## src/design/signed_int_divider_saturating_defines.svh

```systemverilog
// Assertion macros used by the divider top level.
`ifndef SIGNED_INT_DIVIDER_SATURATING_DEFINES_SVH
`define SIGNED_INT_DIVIDER_SATURATING_DEFINES_SVH

// Whenever the antecedent holds, the consequent must hold in the same cycle.
`define SIDS_ASSERT_NOW(label, clk, rst, ante, cons) \
   label: assert property (@(posedge clk) disable iff (rst) (ante) |-> (cons)) \
      else $error("divider check failed in the same cycle");

// Whenever the antecedent holds, the consequent must hold in the next cycle.
`define SIDS_ASSERT_NEXT(label, clk, rst, ante, cons) \
   label: assert property (@(posedge clk) disable iff (rst) (ante) |=> (cons)) \
      else $error("divider check failed one cycle later");

`endif

```

## src/design/sids_pkg.sv

```systemverilog
package sids_pkg;

   // Commands from the controller to the datapath.
   typedef struct packed {
      logic load;     // capture operands, strip signs, arm the step counter
      logic step;     // one restoring shift-and-subtract step
      logic finish;   // apply sign and saturation, write the output register
   } sids_cmd_type;

   // Status from the datapath to the controller.
   typedef struct packed {
      logic last_step;   // the step counter has reached its final step
   } sids_status_type;

endpackage

```

## src/design/sids_ctrl.sv

```systemverilog
module sids_ctrl
   import sids_pkg::*;
(
   input  logic            clock,
   input  logic            reset,
   input  logic            req_tvalid,
   output logic            req_tready,
   output logic            rsp_tvalid,
   input  logic            rsp_tready,
   input  sids_status_type status,
   output sids_cmd_type    cmd
);

   typedef enum logic [1:0] {
      ST_IDLE,
      ST_RUN,
      ST_FIN
   } state_type;

   state_type state_ff;
   state_type state_in;
   logic      rsp_valid_ff;
   logic      rsp_valid_in;

   // Commands follow from the state and the handshakes.
   always_comb begin
      cmd.load   = (state_ff == ST_IDLE) && req_tvalid;
      cmd.step   = (state_ff == ST_RUN);
      cmd.finish = (state_ff == ST_FIN) && (!rsp_valid_ff || rsp_tready);
   end

   // Next state and next output valid.
   always_comb begin
      state_in = state_ff;
      case (state_ff)
         ST_IDLE: begin
            if (req_tvalid) begin
               state_in = ST_RUN;
            end
         end
         ST_RUN: begin
            if (status.last_step) begin
               state_in = ST_FIN;
            end
         end
         ST_FIN: begin
            if (cmd.finish) begin
               state_in = ST_IDLE;
            end
         end
         default: begin
            state_in = ST_IDLE;
         end
      endcase

      if (cmd.finish) begin
         rsp_valid_in = 1'b1;
      end else if (rsp_tready) begin
         rsp_valid_in = 1'b0;
      end else begin
         rsp_valid_in = rsp_valid_ff;
      end
   end

   // State and the registered output valid.
   always_ff @(posedge clock) begin
      if (reset) begin
         state_ff     <= ST_IDLE;
         rsp_valid_ff <= 1'b0;
      end else begin
         state_ff     <= state_in;
         rsp_valid_ff <= rsp_valid_in;
      end
   end

   assign req_tready = (state_ff == ST_IDLE);
   assign rsp_tvalid = rsp_valid_ff;

endmodule

```

## src/design/sids_datapath.sv

```systemverilog
module sids_datapath
   import sids_pkg::*;
#(
   parameter int DATA_WIDTH = 32
)
(
   input  logic                  clock,
   input  logic                  reset,
   input  logic [DATA_WIDTH-1:0] numerator,
   input  logic [DATA_WIDTH-1:0] denominator,
   input  sids_cmd_type          cmd,
   output sids_status_type       status,
   output logic [DATA_WIDTH-1:0] quotient
);

   localparam int COUNT_W = $clog2(DATA_WIDTH);

   localparam logic [DATA_WIDTH-1:0] ONE     = {{(DATA_WIDTH-1){1'b0}}, 1'b1};
   localparam logic [DATA_WIDTH-1:0] MAX_POS = {1'b0, {(DATA_WIDTH-1){1'b1}}};

   logic [COUNT_W-1:0]    count_ff;
   logic [COUNT_W-1:0]    count_in;
   logic [DATA_WIDTH-1:0] rem_ff;
   logic [DATA_WIDTH-1:0] rem_in;
   logic [DATA_WIDTH-1:0] work_ff;
   logic [DATA_WIDTH-1:0] work_in;
   logic [DATA_WIDTH-1:0] den_ff;
   logic [DATA_WIDTH-1:0] den_in;
   logic                  neg_ff;
   logic                  neg_in;
   logic                  zero_ff;
   logic                  zero_in;
   logic [DATA_WIDTH-1:0] quotient_ff;
   logic [DATA_WIDTH-1:0] quotient_in;

   logic [DATA_WIDTH-1:0] num_mag;
   logic [DATA_WIDTH-1:0] den_mag;
   logic [DATA_WIDTH:0]   shifted;
   logic [DATA_WIDTH:0]   trial;
   logic                  fits;

   // Operand magnitudes; the most negative value maps onto its own bit pattern,
   // which read unsigned is exactly its magnitude.
   always_comb begin
      num_mag = numerator[DATA_WIDTH-1] ? (~numerator + ONE) : numerator;
      den_mag = denominator[DATA_WIDTH-1] ? (~denominator + ONE) : denominator;
   end

   // One restoring step: bring down the next dividend bit and try a subtract.
   always_comb begin
      shifted = {rem_ff, work_ff[DATA_WIDTH-1]};
      trial   = shifted - {1'b0, den_ff};
      fits    = !trial[DATA_WIDTH];
   end

   // Next values of the working registers.
   always_comb begin
      count_in    = count_ff;
      rem_in      = rem_ff;
      work_in     = work_ff;
      den_in      = den_ff;
      neg_in      = neg_ff;
      zero_in     = zero_ff;
      quotient_in = quotient_ff;

      if (cmd.load) begin
         count_in = COUNT_W'(DATA_WIDTH - 1);
         rem_in   = '0;
         work_in  = num_mag;
         den_in   = den_mag;
         neg_in   = numerator[DATA_WIDTH-1] ^ denominator[DATA_WIDTH-1];
         zero_in  = (denominator == '0);
      end

      if (cmd.step) begin
         rem_in  = fits ? trial[DATA_WIDTH-1:0] : shifted[DATA_WIDTH-1:0];
         // Quotient bits enter at the bottom as dividend bits leave the top.
         work_in = {work_ff[DATA_WIDTH-2:0], fits};
         if (count_ff != '0) begin
            count_in = count_ff - COUNT_W'(1);
         end
      end

      // A zero divisor or an unsigned quotient above the largest positive
      // value saturates; a negative result is the plain two's complement.
      if (cmd.finish) begin
         if (zero_ff) begin
            quotient_in = MAX_POS;
         end else if (neg_ff) begin
            quotient_in = ~work_ff + ONE;
         end else if (work_ff[DATA_WIDTH-1]) begin
            quotient_in = MAX_POS;
         end else begin
            quotient_in = work_ff;
         end
      end
   end

   // The step counter is control state and is cleared by reset.
   always_ff @(posedge clock) begin
      if (reset) begin
         count_ff <= '0;
      end else begin
         count_ff <= count_in;
      end
   end

   // Payload registers.
   always_ff @(posedge clock) begin
      rem_ff      <= rem_in;
      work_ff     <= work_in;
      den_ff      <= den_in;
      neg_ff      <= neg_in;
      zero_ff     <= zero_in;
      quotient_ff <= quotient_in;
   end

   assign status.last_step = (count_ff == '0);
   assign quotient         = quotient_ff;

endmodule

```

## src/design/signed_int_divider_saturating.sv

```systemverilog
// Signed saturating divider: an item carries a dividend and a divisor, each
// DATA_WIDTH bits of two's complement, and gives one quotient truncated toward
// zero. A zero divisor, and the most negative dividend over minus one, give the
// largest positive value. The magnitudes pass through a radix-2 restoring
// shift-and-subtract loop that yields one quotient bit per cycle. The operands
// are loaded at the accepting edge; the result becomes valid once the
// DATA_WIDTH steps and a final step that applies the sign have run, and
// the final step waits until the output register is free or being drained.
// The result sits in an output register; the block takes no new item while
// it works, and the next item can be accepted in the cycle after that
// register has been written.
module signed_int_divider_saturating
   import sids_pkg::*;
#(
   parameter int DATA_WIDTH = 32
)
(
   input  logic                                     clock,
   input  logic                                     reset,
   input  logic                                     req_tvalid,
   output logic                                     req_tready,
   // Fields from bit 0 up: numerator, denominator, zero padding.
   input  logic [((2*DATA_WIDTH+7)/8)*8-1:0]        req_tdata,
   output logic                                     rsp_tvalid,
   input  logic                                     rsp_tready,
   // Fields from bit 0 up: quotient, zero padding.
   output logic [((DATA_WIDTH+7)/8)*8-1:0]          rsp_tdata
);

   localparam int RSP_TDATA_W = ((DATA_WIDTH + 7) / 8) * 8;

   logic [DATA_WIDTH-1:0] numerator;
   logic [DATA_WIDTH-1:0] denominator;
   logic [DATA_WIDTH-1:0] quotient;
   sids_cmd_type          cmd;
   sids_status_type       status;

   // Unpack the operands.
   assign numerator   = req_tdata[DATA_WIDTH-1:0];
   assign denominator = req_tdata[2*DATA_WIDTH-1:DATA_WIDTH];

   sids_ctrl u_ctrl (
      .clock      (clock),
      .reset      (reset),
      .req_tvalid (req_tvalid),
      .req_tready (req_tready),
      .rsp_tvalid (rsp_tvalid),
      .rsp_tready (rsp_tready),
      .status     (status),
      .cmd        (cmd)
   );

   sids_datapath #(
      .DATA_WIDTH (DATA_WIDTH)
   ) u_datapath (
      .clock       (clock),
      .reset       (reset),
      .numerator   (numerator),
      .denominator (denominator),
      .cmd         (cmd),
      .status      (status),
      .quotient    (quotient)
   );

   // Pack the result, zero filled to whole bytes.
   assign rsp_tdata = RSP_TDATA_W'(quotient);

`include "signed_int_divider_saturating_defines.svh"

   // Once an item is taken the block is busy on the next cycle.
   `SIDS_ASSERT_NEXT(a_busy_after_accept, clock, reset, req_tvalid && req_tready, !req_tready)
   // The output register is written only when it is free or being drained.
   `SIDS_ASSERT_NOW(a_finish_no_overwrite, clock, reset, cmd.finish, !rsp_tvalid || rsp_tready)
   // The sign is applied only once all quotient bits have been formed.
   `SIDS_ASSERT_NOW(a_finish_after_steps, clock, reset, cmd.finish, status.last_step)
   // No step runs while the block offers to take an item.
   `SIDS_ASSERT_NOW(a_step_while_busy, clock, reset, cmd.step, !req_tready)

endmodule
```

## config.mk

```make
export PLATFORM = sky130hd
export DESIGN_NAME = signed_int_divider_saturating
export DESIGN_NICKNAME = d
export VERILOG_FILES = /design/src/design/sids_pkg.sv /design/src/design/sids_ctrl.sv /design/src/design/sids_datapath.sv /design/src/design/signed_int_divider_saturating.sv
export VERILOG_INCLUDE_DIRS = /design/src /design/src/design
export SDC_FILE = /design/constraint.sdc
export NUM_CORES = 1
export LEC_CHECK = 0
export BUFFER_PORTS_ARGS = -buffer_cell sky130_fd_sc_hd__buf_2
export CAP_MARGIN = 20
export CORE_UTILIZATION = 55
export CTS_CLUSTER_SIZE = 25
export DETAILED_ROUTE_END_ITERATION = 12
export PLACE_DENSITY = 0.82
export SYNTH_ARGS = -nofsm -noshare
export SYNTH_HDL_FRONTEND = slang
export SYNTH_HIERARCHICAL = 1
export SYNTH_SLANG_ARGS = --single-unit
```

## constraint.sdc

```tcl
create_clock -name clock -period 4 [get_ports clock]
set_input_delay 0.8 -clock clock [delete_from_list [all_inputs] [get_ports clock]]
set_output_delay 0.8 -clock clock [all_outputs]
set_load 0.005 [all_outputs]
```

==> summary.md <==
| Metric | Value |
|---|---|
| Post-Syn Instances | `988` |
| Synth area leader | `edfxtp_1` |
| Chip width | `around 130 um` |
| CP max stage delay | `~0.70 ns` |
| Post-route clock period utilization | `0.919` |
| Synth top area share | `0.423` |
| Fmax | `272 MHz` |
| Reg clk slew, reported paths | `0.06 ns` |
| Most frequent cells after synthesis | `edfxtp_1, o21ai_0, nand2_1, a21oi_1, nor2_1` |
| Buf+Inv Stages, Crit Path | `2` |
| Unrepaired setup endpoints after global routing | `false` |
| Dominant cells by area after synthesis | `edfxtp_1, o21ai_0, ha_1` |
| CTS Buffer Depth | `2` |
| Port-buffer cells | `101` |
| WHS | `just over 0.5 ns` |
| CTS Hold Buffers Added | `0` |
| Via count | `7,758` |
| Die Y-Extent | `132 um` |
| First-pass GRT wire length | `~34,000 um` |
| Worst Path Arrival | `around 4.0 ns` |
| Number of buffers created by CTS | `17` |
| DP HPWL | `14,700 um` |
| Hold Crit Class | `reg -> reg` |
| Vias in the first global route | `between 7k and 8k` |
| # IOs | `approximately 100` |
| Slew Limit Fails | `0` |
| Placed cell areas | `10,000 um^2` |
| CORE AREA | `16,500 um^2` |
| Vias per cell | `5.89` |
| Leak | `4.09 nW` |
| DR WL/cell | `15.5 um` |
| Top cell by count, worst path | `a21oi_1` |
| Kind of critical path | `reg -> reg` |
| Max FO, Critical Path | `20` |
| ANT nets after route | `0` |
| Setup_tns | `0 ns` |
| Syn Nets | `roughly 1.1k` |
| WP data required | `4.27 ns` |
| DRC viols | `0` |
| Seq/Total Area, Yosys | `0.440` |
| Ys Warns | `6` |
| Slew margin rel. | `0.471` |
| Cell chain of the critical path | `ha_1 > and3_1 > a2111oi_0 > buf_4 > nor4_1 > o311a_1 > o21ai_1 > a21oi_1 > buf_12 > or4b_2 > a21oi_1` |
| Worst-margin pin slew | `0.791 ns` |
| Post-synthesis register bit count | `about 140` |
| Syn avg cell area | `around 9.4 um^2` |
| Maxcap violations | `0` |
| Root buf cell | `clkbuf_16` |
| Main flop type after synthesis | `edfxtp_1` |
| Starting Density | `0.561` |
| Clk Latency, worst-skew pair | `approximately 0.43 ns` |
| GRT Total Usage | `0.244` |
| Startpoint types | `flip-flop` |
| Pwr per Cell Area | `488 nW/um^2` |
| Num rows | `47` |
| Initial antenna violation count | `2` |
| Hold Vio Cnt, Final | `0` |
| Share of cells above drive strength 1 | `0.167` |
| Count leader, synth | `edfxtp_1` |
| Design area | `roughly 11,000 um^2` |
| Nets | `~1.2k` |
| Slowest stage cell on the critical path | `or4b_2` |
| Layout area overhead | `15.0%` |
| Area of the die | `17,300 um^2` |
| Pin count of the biggest net entering global routing | `45` |
| WL final | `20,500 um` |
| Gpl congestion | `a little over 0.9` |
| Peak supply drop | `0.385 mV` |
| Setup Viol. Count Final | `0` |
| Post-synth EDFFs | `130` |
| Cell variety after synth | `63` |
| Post-layout min period | `3.68 ns` |
| Synth Cell Area | `9240 um^2` |
| Worst path top cell family by delay | `compound AO/OA/AOI/OAI gates` |
| CP endpoint kind | `flip-flop` |
| First-pass DRT Iterations | `6` |
| H-tree Lvls | `4` |
| Fill cells | `1,341` |
| Initial DRC count | `621` |
| Status | `completed` |
| Ys async rst share | `0` |
| Total congestion overflow | `0` |
| Final clock skew | `0.00699 ns` |
| CTS Sinks | `around 140` |
| TritonCTS clock tree | `built` |
-- area by class of cell --
type / instances / area, um^2 / area share
well taps: 220 / 275 / 0.0259
clock inverters: 15 / 156 / 0.0147
flip-flops and latches: 138 / 4060 / 0.382
inverters: 53 / 199 / 0.0187
diodes: 2 / 5.00 / 0.000471
clock buffers: 17 / 425 / 0.0400
repair buffers: 120 / 686 / 0.0645
multi-input cells: 753 / 4820 / 0.453
-- worst register-to-register path: cells and delay by family, from the launching register on --
| kind | cells | cell delay (ns) |
|---|---|---|
| buffers and inverters | 2 | 0.39 |
| and+or+nand+nor | 3 | 1.00 |
| DFF | 1 | 0.41 |
| AOI/OAI and AO/OA | 5 | 1.29 |
| adders and majority gates | 1 | 0.43 |
-- per-stage QoR --
stage          worst slack (ns)  power (mW)  instances  utilization
2_1_floorplan             0.400        3.22        988            -
3_3_place_gp              0.173        3.63       1284        0.610
3_5_place_dp              0.133        3.67       1284        0.610
4_1_cts                   0.344        5.19       1316        0.645
5_1_grt                  0.0295        5.49       1318        0.646
6_report                  0.322        5.18       1318        0.646
-- cells in the final DEF, fill, tap and decap left out, drive strengths merged, types with 5 or more instances in the layout --
cell      n
edfxtp  130
buf     120
o21ai   109
nand2   100
a21oi    81
nor2     60
inv      59
xnor2    49
xor2     45
ha       36
nand3    30
o31ai    25
or3      22
nor3     19
nand2b   18
clkbuf   17
a21o     16
or4      15
nand4    11
o41ai    11
a211oi   10
o211ai    9
or2       9
dfxtp     8
o21a      8
nor4      7
and3      7
clkinv    7
o21bai    6
o22ai     5
and2      5
-- report_power, final --
part / total (mW) / internal, mW / switching (mW) / leakage, nW
clock network: 1.50 / 0.829 / 0.674 / 0.279
logic: 1.68 / 0.672 / 1.01 / 2.48
registers: 2.00 / 1.85 / 0.149 / 1.32
total: 5.18 / 3.35 / 1.83 / 4.09
-- registers in the layout (all words and copies together) (netlist names) --
name                 count
u_ctrl/rsp_tvalid        1
u_ctrl/state_ff          2
u_datapath/count_ff      5
u_datapath/den_ff       32
u_datapath/neg_ff        1
u_datapath/quotient     32
u_datapath/rem_ff       32
u_datapath/work_ff      32
u_datapath/zero_ff       1
-- final timing paths --
path	from	endpoint	slack, ns	cells after the start
min reg2reg	u_datapath/count_ff[0]	u_datapath/count_ff[0]	0.52	1
max	u_datapath/rem_ff[11]	u_datapath/rem_ff[12]	0.32	11
max reg2reg	u_datapath/rem_ff[11]	u_datapath/rem_ff[12]	0.32	11
min	u_datapath/count_ff[0]	u_datapath/count_ff[0]	0.52	1
-- cells by family after synthesis --
family                     Yosys count  synth area share
and+or+nand+nor                    316             0.175
buffers and inverters               97            0.0400
AOI/OAI and AO/OA                  303             0.202
xor gates and xnor gates            94            0.0891
muxes                                3           0.00325
adders and majority gates           37            0.0509
DFF                                138             0.440
-- routing by layer --
metal	routed length, um	global-route usage
met1	9120	0.325
met4	465	0.0911
met2	9560	0.392
met3	1300	0.0475
met5	0	0
-- what timing repair did --
item                                    in CTS  in global routing
buffers inserted                             0                  0
resized for setup                            0                  1
endpoints found under the setup margin       0                  1
(Power assumes the default switching activity.)
